`config.mk`:
```
export PLATFORM = sky130hd
export DESIGN_NAME = ternary_lut_dot_product
export DESIGN_NICKNAME = d
export VERILOG_FILES = /design/src/rtl/core/tld_pkg.sv /design/src/rtl/core/ternary_lut_dot_product.sv /design/src/rtl/core/tld_lane.sv /design/src/rtl/core/tld_acc.sv
export SDC_FILE = /design/constraint.sdc
export NUM_CORES = 1
export LEC_CHECK = 0
export ABC_CLOCK_PERIOD_IN_PS = 6100
export BUFFER_PORTS_ARGS = -buffer_cell sky130_fd_sc_hd__buf_4
export CAP_MARGIN = 20
export CORE_MARGIN = 10
export CORE_UTILIZATION = 50
export CTS_CLUSTER_SIZE = 10
export DETAILED_ROUTE_END_ITERATION = 10
export GPL_TIMING_DRIVEN = 0
export HOLD_SLACK_MARGIN = 0.1
export PLACE_DENSITY_LB_ADDON = 0.2
export SYNTH_ARGS = -nofsm -noshare
export SYNTH_HDL_FRONTEND = slang
export SYNTH_HIERARCHICAL = 1
export SYNTH_SLANG_ARGS = --single-unit
```
`constraint.sdc`:
```
create_clock -name aclk -period 6.1 [get_ports aclk]
set_input_delay 0.915 -clock aclk [delete_from_list [all_inputs] [get_ports aclk]]
set_output_delay 0.915 -clock aclk [all_outputs]
set_load 0.005 [all_outputs]
```
`src/rtl/core/tld_pkg.sv`:
```
// ----------------------------------------------------------------------------
// tld_pkg
// shared types, widths and weight decode for the ternary dot product
// ----------------------------------------------------------------------------
package tld_pkg;

    localparam int ACC_WIDTH_DEF = 32;
    localparam int ACT_W         = 8;
    localparam int CODE_W        = 4;
    localparam int LANES         = 4;
    localparam int PAIR_W        = ACT_W + 2;
    localparam int ITEM_W        = PAIR_W + 2;
    localparam int OUT_W         = 32;

    typedef enum logic [1:0] {
        W_NEG  = 2'd0,
        W_ZERO = 2'd1,
        W_POS  = 2'd2
    } weight_t;

    typedef struct packed {
        weight_t even_w;
        weight_t odd_w;
    } pair_wt_t;

    typedef logic signed [PAIR_W-1:0] pair_sum_t;

    typedef struct packed {
        logic valid;
        logic last;
    } stage_ctrl_t;

    // even weight = code/3 - 1, odd weight = code%3 - 1, unused codes add zero
    function automatic pair_wt_t decode_code(input logic [CODE_W-1:0] code);
        pair_wt_t w;
        case (code)
            4'd0:    w = '{even_w: W_NEG,  odd_w: W_NEG};
            4'd1:    w = '{even_w: W_NEG,  odd_w: W_ZERO};
            4'd2:    w = '{even_w: W_NEG,  odd_w: W_POS};
            4'd3:    w = '{even_w: W_ZERO, odd_w: W_NEG};
            4'd4:    w = '{even_w: W_ZERO, odd_w: W_ZERO};
            4'd5:    w = '{even_w: W_ZERO, odd_w: W_POS};
            4'd6:    w = '{even_w: W_POS,  odd_w: W_NEG};
            4'd7:    w = '{even_w: W_POS,  odd_w: W_ZERO};
            4'd8:    w = '{even_w: W_POS,  odd_w: W_POS};
            default: w = '{even_w: W_ZERO, odd_w: W_ZERO};
        endcase
        return w;
    endfunction

    function automatic pair_sum_t apply_weight(input weight_t w,
                                               input logic signed [ACT_W-1:0] a);
        pair_sum_t ext;
        pair_sum_t r;
        ext = pair_sum_t'(a);
        case (w)
            W_NEG:   r = -ext;
            W_POS:   r = ext;
            default: r = '0;
        endcase
        return r;
    endfunction

endpackage

```
`src/rtl/core/ternary_lut_dot_product.sv`:
```
// ----------------------------------------------------------------------------
// ternary_lut_dot_product
// dot product of signed 8-bit activations with packed ternary weight codes
// ----------------------------------------------------------------------------
// channel   direction  payload
// s_        in         two weight bytes, eight activations, last_item
// m_        out        dot_total, one per request with last_item set
//
// one request per cycle unless m_ stalls a last request; four pair lanes
// feed a stage register, the merge stage sums and accumulates in the same cycle
// an accepted last request passes the stage register, then out_reg and m_valid
// a stall on m_ holds the stage only when it carries a last request
// synchronous active-low reset clears the accumulator and valid flags
// ----------------------------------------------------------------------------
module ternary_lut_dot_product #(
    parameter int ACC_WIDTH = tld_pkg::ACC_WIDTH_DEF
) (
    input  logic                              aclk,
    input  logic                              aresetn,
    input  logic                              s_valid,
    output logic                              s_ready,
    input  logic [7:0]                        s_weight_byte_first,
    input  logic [7:0]                        s_weight_byte_second,
    input  logic signed [tld_pkg::ACT_W-1:0]  s_activation_0,
    input  logic signed [tld_pkg::ACT_W-1:0]  s_activation_1,
    input  logic signed [tld_pkg::ACT_W-1:0]  s_activation_2,
    input  logic signed [tld_pkg::ACT_W-1:0]  s_activation_3,
    input  logic signed [tld_pkg::ACT_W-1:0]  s_activation_4,
    input  logic signed [tld_pkg::ACT_W-1:0]  s_activation_5,
    input  logic signed [tld_pkg::ACT_W-1:0]  s_activation_6,
    input  logic signed [tld_pkg::ACT_W-1:0]  s_activation_7,
    input  logic                              s_last_item,
    output logic                              m_valid,
    input  logic                              m_ready,
    output logic signed [tld_pkg::OUT_W-1:0]  m_dot_total
);

    logic [tld_pkg::CODE_W-1:0]       codes    [tld_pkg::LANES];
    logic signed [tld_pkg::ACT_W-1:0] act_even [tld_pkg::LANES];
    logic signed [tld_pkg::ACT_W-1:0] act_odd  [tld_pkg::LANES];
    tld_pkg::pair_sum_t               lane_out [tld_pkg::LANES];
    tld_pkg::pair_sum_t               lane_reg [tld_pkg::LANES];

    tld_pkg::stage_ctrl_t s1_reg, s1_next;
    logic                 advance;

    // high nibble first
    assign codes[0]    = s_weight_byte_first[7:4];
    assign codes[1]    = s_weight_byte_first[3:0];
    assign codes[2]    = s_weight_byte_second[7:4];
    assign codes[3]    = s_weight_byte_second[3:0];
    assign act_even[0] = s_activation_0;
    assign act_odd[0]  = s_activation_1;
    assign act_even[1] = s_activation_2;
    assign act_odd[1]  = s_activation_3;
    assign act_even[2] = s_activation_4;
    assign act_odd[2]  = s_activation_5;
    assign act_even[3] = s_activation_6;
    assign act_odd[3]  = s_activation_7;

    generate
        for (genvar g = 0; g < tld_pkg::LANES; g++) begin : g_lane
            tld_lane u_lane (
                .code     (codes[g]),
                .act_even (act_even[g]),
                .act_odd  (act_odd[g]),
                .pair_sum (lane_out[g])
            );
        end
    endgenerate

    assign s_ready = !s1_reg.valid || advance;

    always_comb begin
        s1_next = s1_reg;
        if (s_ready) begin
            s1_next.valid = s_valid;
            s1_next.last  = s_last_item;
        end
    end

    always_ff @(posedge aclk) begin
        if (!aresetn) begin
            s1_reg <= '0;
        end else begin
            s1_reg <= s1_next;
        end
    end

    always_ff @(posedge aclk) begin
        if (s_valid && s_ready) begin
            lane_reg <= lane_out;
        end
    end

    tld_acc #(
        .ACC_WIDTH (ACC_WIDTH)
    ) u_acc (
        .aclk        (aclk),
        .aresetn     (aresetn),
        .s1_ctrl     (s1_reg),
        .lane_sum    (lane_reg),
        .advance     (advance),
        .m_valid     (m_valid),
        .m_ready     (m_ready),
        .m_dot_total (m_dot_total)
    );

endmodule

```
`src/rtl/core/tld_lane.sv`:
```
// ----------------------------------------------------------------------------
// tld_lane
// one activation pair: decode the 4-bit code and form the weighted pair sum
// ----------------------------------------------------------------------------
module tld_lane (
    input  logic [tld_pkg::CODE_W-1:0]       code,
    input  logic signed [tld_pkg::ACT_W-1:0] act_even,
    input  logic signed [tld_pkg::ACT_W-1:0] act_odd,
    output tld_pkg::pair_sum_t               pair_sum
);

    tld_pkg::pair_wt_t wt;

    always_comb begin
        wt       = tld_pkg::decode_code(code);
        pair_sum = tld_pkg::apply_weight(wt.even_w, act_even)
                 + tld_pkg::apply_weight(wt.odd_w, act_odd);
    end

endmodule

```
`src/rtl/core/tld_acc.sv`:
```
// ----------------------------------------------------------------------------
// tld_acc
// merges the lane sums, accumulates and holds the result register
// ----------------------------------------------------------------------------
module tld_acc #(
    parameter int ACC_WIDTH = tld_pkg::ACC_WIDTH_DEF
) (
    input  logic                              aclk,
    input  logic                              aresetn,
    input  tld_pkg::stage_ctrl_t              s1_ctrl,
    input  tld_pkg::pair_sum_t                lane_sum [tld_pkg::LANES],
    output logic                              advance,
    output logic                              m_valid,
    input  logic                              m_ready,
    output logic signed [tld_pkg::OUT_W-1:0]  m_dot_total
);

    logic signed [tld_pkg::ITEM_W-1:0] item_sum;
    logic [ACC_WIDTH-1:0]              acc_sum;
    logic [ACC_WIDTH-1:0]              acc_reg, acc_next;
    logic [ACC_WIDTH-1:0]              out_reg, out_next;
    logic                              m_valid_reg, m_valid_next;

    always_comb begin
        item_sum = '0;
        for (int i = 0; i < tld_pkg::LANES; i++) begin
            item_sum = item_sum + tld_pkg::ITEM_W'(lane_sum[i]);
        end
        acc_sum = acc_reg + {{(ACC_WIDTH-tld_pkg::ITEM_W){item_sum[tld_pkg::ITEM_W-1]}},
                             item_sum};
    end

    always_comb begin
        advance      = s1_ctrl.valid && (!s1_ctrl.last || !m_valid_reg || m_ready);
        acc_next     = acc_reg;
        out_next     = out_reg;
        m_valid_next = m_valid_reg && !m_ready;
        if (advance) begin
            if (s1_ctrl.last) begin
                acc_next     = '0;
                out_next     = acc_sum;
                m_valid_next = 1'b1;
            end else begin
                acc_next = acc_sum;
            end
        end
    end

    always_ff @(posedge aclk) begin
        if (!aresetn) begin
            acc_reg     <= '0;
            m_valid_reg <= 1'b0;
        end else begin
            acc_reg     <= acc_next;
            m_valid_reg <= m_valid_next;
        end
    end

    always_ff @(posedge aclk) begin
        out_reg <= out_next;
    end

    assign m_valid = m_valid_reg;

    generate
        if (ACC_WIDTH >= tld_pkg::OUT_W) begin : g_trunc
            assign m_dot_total = out_reg[tld_pkg::OUT_W-1:0];
        end else begin : g_sext
            assign m_dot_total = {{(tld_pkg::OUT_W-ACC_WIDTH){out_reg[ACC_WIDTH-1]}},
                                  out_reg};
        end
    endgenerate

endmodule

```
==> qor.yml, run 1 <==
outcome: "complete, no violations"
cp.arrival_ns: 5.82
clkPwrFrac_pct: 9.6
maxSlewViolCount: 0
worst_slew_pin_slew_ns: 0.862
start_util_pct: 50.7
h-tree-depth: 3
ys_seq_area_share_pct: 28.0
drt-initial-drc-count: 322
synth-edff-count: 72
holdPathStages: 2
drive_gt1_share_pct: 15.0
power.internal_w: 0.00309
min_from: "u_acc/acc_reg[2]"
drc_errors: 0
antenna_cells: 0
path_delay_family: "compound AO/OA/AOI/OAI gates"
clkTransAtPathRegs_ns: 0.07
power.switching_w: 0.00276
clock_skew_ns: 0.00780
fmax_mhz: 174
synth-warning-count: 6
crit_type: "register to register"
synthFlopType: "edfxtp_1"
p_leak_nw: 5.34
stdcell_count: 1543
critPathMaxStageDelay_ns: 0.53
start_kind: "register"
crit_chain: "inv_1 > fa_1 > fa_1 > inv_1 > ha_1 > fa_1 > a21oi_1 > nor2_1 > o31a_1 > o31ai_1 > a211oi_4 > buf_16 > ha_1 > buf_2 > inv_1 > o311ai_1 > a211oi_1 > o21ai_1 > a41oi_4 > o21ai_4 > a31oi_1 > xnor2_1"
io_pins: 119
die_area_um2: 26600
synthCells: 1139
layout_common_cells: "nor2_1, buf_4, ha_1"
seqPwrFrac_pct: 20.3
placed_cell_area_um2: 11500
period_minus_slack_ns: 5.73
cts_tree: "done"
min_to: "u_acc/acc_reg[2]"
critPathRequiredTime_ns: 6.18
setup_violations: 0
overflow: 0
wl_um: 21700
clockRootBuffer: "clkbuf_16"
fin_area_um2: 11800
min_period_over_period_pct: 94.0
hp-class: "register to register"
area_growth_pct: 15.1
switching_share_pct: 47.2
nNetsFinal: 1488
grt_max_degree: 41
dpl.hpwl_um: 18200
crit_slowest_cell: "o31ai_1"
peakVddDrop_mv: 0.303
final_common_cell: "nor2_1"
first_pass_iters: 5
async_flop_share_pct: 0
worstSkewPairLatency_ns: 0.34
ant_nets: 0
die-height_um: 163
rsz0062_at_grt: "no"
area.sequential_um2: 2860
rows: 52
die_x_um: 163
worstSetupEndpointType: "register"
powerDensity_nw_per_um2: 496
synth.avg_cell_area_um2: 8.98
ys_ff_latch: 107
clockBufferDepth: 2
grt_pass1_wl_um: 36700
routedWlPerCell_um: 14.0
cts_resized: 0
crit_fanout: 18
finalHoldViolations: 0
core_um2: 20200
worstReg2RegEnd: "u_acc/m_dot_total[28]"
r2r_cells: 22
port_buffers: 116
grt.total_usage_pct: 16.2
place.gp.congestion: 0.896
n_fill_cell: 1852
cp_num_buf_inv: 5
max_slew_margin_pct: 42.5
antenna_found_initial: 0
reg2reg_from: "lane_reg[11]"
num_vias: 8298
cts_made_buffers: 9
rrSetupSlack_ns: 0.37
synth_area_um2: 10200
viasPerCell: 5.38
pwr-share-comb_pct: 70.1
cts.sink_count: 107
numPlacedInstances: 1526
largest_register_ffs: 40
synthDistinctLibCells: 75
maxCapViolCount: 0
grt_pass1_vias: 8075
syn-num-nets: 1359
hold-worst-slack_ns: 0.471
multiInputGateArea_um2: 6840
-- kinds of logic (layout without fill, tap and decap cells) --
kind of cell / after synthesis / in the layout / share of synthesized area (%)
compound gates: 281 / 281 / 20.2
fa+ha+maj: 135 / 135 / 18.4
mux: 7 / 7 / 0.697
xor+xnor: 107 / 107 / 9.23
flops: 107 / 107 / 28.0
simple gates: 361 / 361 / 18.2
buf+inv: 141 / 275 / 5.36
-- synthesized netlist by cell type, types with 13 or more instances --
| cell | number | area (µm²) |
|---|---|---|
| o21bai_1 | 13 | 97.6 |
| ha_1 | 109 | 1360 |
| inv_1 | 105 | 394 |
| edfxtp_1 | 72 | 2160 |
| a22oi_1 | 13 | 97.6 |
| o21ai_1 | 15 | 75.1 |
| clkbuf_1 | 20 | 75.1 |
| a21oi_1 | 63 | 315 |
| fa_1 | 26 | 521 |
| nor3_1 | 29 | 145 |
| xnor2_1 | 85 | 744 |
| buf_2 | 15 | 75.1 |
| o31ai_1 | 13 | 97.6 |
| xor2_1 | 21 | 184 |
| nand2_1 | 55 | 206 |
| nand2b_1 | 14 | 87.6 |
| nor2b_1 | 30 | 188 |
| dfxtp_1 | 35 | 701 |
| a22o_1 | 17 | 149 |
| o21ai_0 | 29 | 145 |
| nor2_1 | 145 | 544 |
| a31oi_1 | 16 | 100 |
| a21o_1 | 36 | 270 |
-- per-stage QoR --
| step | total power [W] | setup slack, ns | TNS, ns | util [%] |
|---|---|---|---|---|
| final | 0.00584 | 0.366 | 0 | 58.4 |
| after global routing | 0.00644 | 0.0309 | 0 | 58.4 |
| after CTS | 0.00585 | 0.227 | 0 | 58.3 |
| after detailed placement | 0.00526 | 0.249 | 0 | 56.9 |
| after global placement | 0.00509 | -0.640 | -11.72 | 56.7 |
| after floorplan | 0.00429 | 0.289 | 0 | - |
-- worst max-delay path by stage --
stage                 startpoint                    end  slack (ns)  cells past startpoint
finish              lane_reg[11]  u_acc/m_dot_total[28]        0.37                     22
global route        lane_reg[11]  u_acc/m_dot_total[28]        0.03                     22
CTS                 lane_reg[11]  u_acc/m_dot_total[28]        0.23                     22
detailed placement  lane_reg[11]  u_acc/m_dot_total[28]        0.25                     22
global placement    lane_reg[11]  u_acc/m_dot_total[28]       -0.64                     20
floorplan           lane_reg[11]  u_acc/m_dot_total[31]        0.29                     19
-- area by class of cell --
cell class / count / share of cell area (%)
Clock buffer: 10 / 1.94
Inverter: 106 / 3.38
Sequential cell: 107 / 24.3
Tap cell: 270 / 2.87
Buffer: 35 / 1.27
Multi-Input combinational cell: 891 / 58.1
Clock inverter: 6 / 0.467
Timing Repair Buffer: 118 / 7.69
-- power groups by stage --
| stage | clock (W) | combinational, W | sequential (W) |
|---|---|---|---|
| final | 0.000563 | 0.00410 | 0.00118 |
| after global placement | 0 | 0.00389 | 0.00120 |
| after global routing | 0.000607 | 0.00464 | 0.00120 |
| after detailed placement | 0 | 0.00406 | 0.00120 |
| after floorplan | 0 | 0.00310 | 0.00119 |
| after CTS | 0.000578 | 0.00408 | 0.00119 |
-- tightest hold or removal path: cells and delay by family (launching register included) --
| family | cells | cell delay, ns |
|---|---|---|
| compound gates | 1 | 0.06 |
| flops | 1 | 0.31 |
| simple gates | 1 | 0.05 |
-- layer usage --
layer / global-route usage [%] / share of wire, % / up-vias
li1: - / - / 4333
met1: 20.9 / 47 / 3807
met3: 3.10 / 4.5 / 20
met5: 0 / 0 / -
met2: 27.4 / 47 / 138
met4: 4.14 / 1.4 / 0
-- repair_timing --
item | CTS | global route
endpoints found under the setup margin | 0 | 4
hold buffers | 0 | 0
buffers inserted | 0 | 1
(Power assumes the default switching activity.)
==> inputs of run 2 (changes only) <==
--- a/config.mk
+++ b/config.mk
@@ -5,7 +5,7 @@
 export SDC_FILE = /design/constraint.sdc
 export NUM_CORES = 1
 export LEC_CHECK = 0
-export ABC_CLOCK_PERIOD_IN_PS = 6100
+export ABC_CLOCK_PERIOD_IN_PS = 4650
 export BUFFER_PORTS_ARGS = -buffer_cell sky130_fd_sc_hd__buf_4
 export CAP_MARGIN = 20
 export CORE_MARGIN = 10
@@ -14,7 +14,7 @@
 export DETAILED_ROUTE_END_ITERATION = 10
 export GPL_TIMING_DRIVEN = 0
 export HOLD_SLACK_MARGIN = 0.1
-export PLACE_DENSITY_LB_ADDON = 0.2
+export PLACE_DENSITY_LB_ADDON = 0.3
 export SYNTH_ARGS = -nofsm -noshare
 export SYNTH_HDL_FRONTEND = slang
 export SYNTH_HIERARCHICAL = 1
==> constraint.sdc (replaced) <==
create_clock -name aclk -period 4.65 [get_ports aclk]
set_input_delay 0.6975 -clock aclk [delete_from_list [all_inputs] [get_ports aclk]]
set_output_delay 0.6975 -clock aclk [all_outputs]
set_load 0.005 [all_outputs]
==> run 2 against run 1 <==
The run now ends with setup timing left. Clock skew decreased by 0.00065 ns. Setup slack got worse by 0.93 ns. Sequential share of layout area decreased by 2.2 points. Register-to-register slack got worse by 0.93 ns. Cell count increased by 3.6%. Fmax increased by 9.9%. Largest power group unchanged.
==> qor.yml, run 2 (synthesized netlist as in run 1, its figures left out) <==
p_leak_nw: 5.80  # +8.6%
maxSlewViolCount: 0  # unchanged
peakVddDrop_mv: 0.527  # +74%
h-tree-depth: 3  # unchanged
wl_met1_um: 10600  # +4.4%
worst_slew_pin_slew_ns: 0.874  # +0.0124 ns
grt_pass1_vias: 8663  # +7.3%
place.gp.congestion: 0.901  # +0.60%
grt_max_degree: 41  # unchanged
first_pass_iters: 5  # unchanged
reg2reg_from: "lane_reg[1]"
final_common_cell: "buf_4"
crit_fanout: 8  # -10
fin_area_um2: 12900  # +9.8%
clock_skew_ns: 0.00715  # -0.000654 ns
cts_made_buffers: 9  # unchanged
fmax_mhz: 192  # +9.9%
rsz0062_at_grt: "yes"
cp.arrival_ns: 5.47  # -0.35 ns
maxCapViolCount: 0  # unchanged
layout_common_cells: "buf_4, nor2_1, inv_1"
largest_register_ffs: 40  # unchanged
die_x_um: 163  # unchanged
violations: "setup timing"
period_minus_slack_ns: 5.22  # -0.518 ns
drive_gt1_share_pct: 25.7  # +11 points
core_um2: 20200  # unchanged
placed_cell_area_um2: 11500  # +0.44%
cp-startpoint: "lane_reg[1]"
wl_um: 25600  # +18%
die_area_um2: 26600  # unchanged
hp-class: "register to register"
postCtsHoldBufs: 0  # unchanged
grt_pass1_wl_um: 40600  # +11%
cts.sink_count: 107  # unchanged
nNetsFinal: 1543  # +3.7%
die-height_um: 163  # unchanged
top_layer_used: "met4"
clockRootBuffer: "clkbuf_16"
rows: 52  # unchanged
start_util_pct: 50.7  # unchanged
num_vias: 9018  # +8.7%
routedWlPerCell_um: 16.0  # +14%
min_period_over_period_pct: 112  # +18 points
antenna_cells: 0  # unchanged
drc_errors: 0  # unchanged
overflow: 0  # unchanged
area_growth_pct: 26.4
crit_slowest_cell: "fa_1"
grt.total_usage_pct: 18.1  # +1.9 points
setup_violations: 43  # +43
antenna_found_initial: 0  # unchanged
ant_nets: 0  # unchanged
critPathMaxStageDelay_ns: 0.49  # -0.04 ns
viasPerCell: 5.64  # +4.9%
port_buffers: 116  # unchanged
clockBufferDepth: 2  # unchanged
power.total_w: 0.0110  # +87%
crit_chain: "inv_2 > fa_1 > fa_1 > inv_1 > ha_2 > fa_2 > a21oi_2 > nor2_1 > o31a_1 > o311a_1 > a211oi_4 > buf_8 > buf_6 > ha_4 > a21oi_4 > o21ai_2 > a22oi_2 > buf_6 > buf_4 > nand4_4 > a31oi_4 > o41ai_2 > xor2_1 > a22o_1"
fin_ws_ns: -0.566  # -0.932 ns
cts_tree: "done"
critPathRequiredTime_ns: 4.90  # -1.28 ns
crit_type: "register to register"
route.met2.wl_um: 12700  # +24%
dpl.hpwl_um: 18200  # -0.18%
worstSkewPairLatency_ns: 0.35  # about the same
clkTransAtPathRegs_ns: 0.07  # about the same
finalHoldViolations: 0  # unchanged
powerDensity_nw_per_um2: 847  # +71%
worstSetupEndpointType: "register"
io_pins: 119  # unchanged
n_fill_cell: 1622  # -12%
max_slew_margin_pct: 41.6  # -0.96 points
start_kind: "register"
drt-initial-drc-count: 440  # +37%
wl_met3_um: 1510  # +54%
outcome: "complete, but fails checks"
min_from: "u_acc/acc_reg[0]"
[run 2: stage by stage]
stage               setup TNS, ns  std cells  setup slack [ns]  hold WS (ns)  utilization, %
floorplan                  -15.47       1139            -0.715         0.442               -
global placement           -41.34       1525             -1.43         0.456            57.1
detailed placement         -30.13       1526             -1.14         0.465            57.2
CTS                        -12.46       1580            -0.490         0.481            62.1
global route               -24.21       1598            -0.723         0.499            64.1
finish                     -16.78       1598            -0.566         0.475            64.1
[run 2: repair_timing]
| action | 4_1_cts | 5_1_grt |
|---|---|---|
| pin swaps | 36 | 29 |
| endpoints found under the setup margin | 42 | 45 |
| buffers inserted | 41 | 20 |
| resized for setup | 78 | 53 |
| gates cloned | 1 | 0 |
[run 2: routing by layer]
| metal | vias to the layer above | GRT usage [%] |
|---|---|---|
| li1 | 4430 | - |
| met1 | 4220 | 22.1 |
| met2 | 297 | 31.2 |
| met3 | 71 | 3.40 |
| met4 | 0 | 6.48 |
| met5 | - | 0 |
[run 2: cell type report]
cell class | instances | area (µm²) | share of cell area, %
tap | 270 | 338 | 2.61
sequential | 107 | 2860 | 22.1
timing repair buffer | 178 | 1410 | 10.9
clock inverter | 2 | 13.8 | 0.106
buffer | 30 | 176 | 1.36
multi-input combinational | 891 | 7480 | 57.8
inverter | 106 | 398 | 3.08
clock buffer | 14 | 254 | 1.96
[run 2: worst max-delay path: cells and delay by family, from the launching register on]
family / cells / cell delay (ns)
AO/OA/AOI/OAI: 10 / 1.99
adder cells (fa/ha/maj): 5 / 1.71
AND/OR/NAND/NOR: 2 / 0.15
buffers and inverters: 6 / 0.68
flip-flops: 1 / 0.37
XOR/XNOR: 1 / 0.19
[run 2: worst paths after layout]
path                       end  depth (start not counted)  slack, ns
max          u_acc/acc_reg[29]                         24      -0.57
min           u_acc/acc_reg[0]                          2       0.48
max reg2reg  u_acc/acc_reg[29]                         24      -0.57
min reg2reg   u_acc/acc_reg[0]                          2       0.48
[run 2: report_power, final]
group          internal [W]  total [W]  switching [W]
combinational       0.00393    0.00867        0.00474
clock              0.000379   0.000712       0.000332
sequential          0.00148    0.00158       0.000102
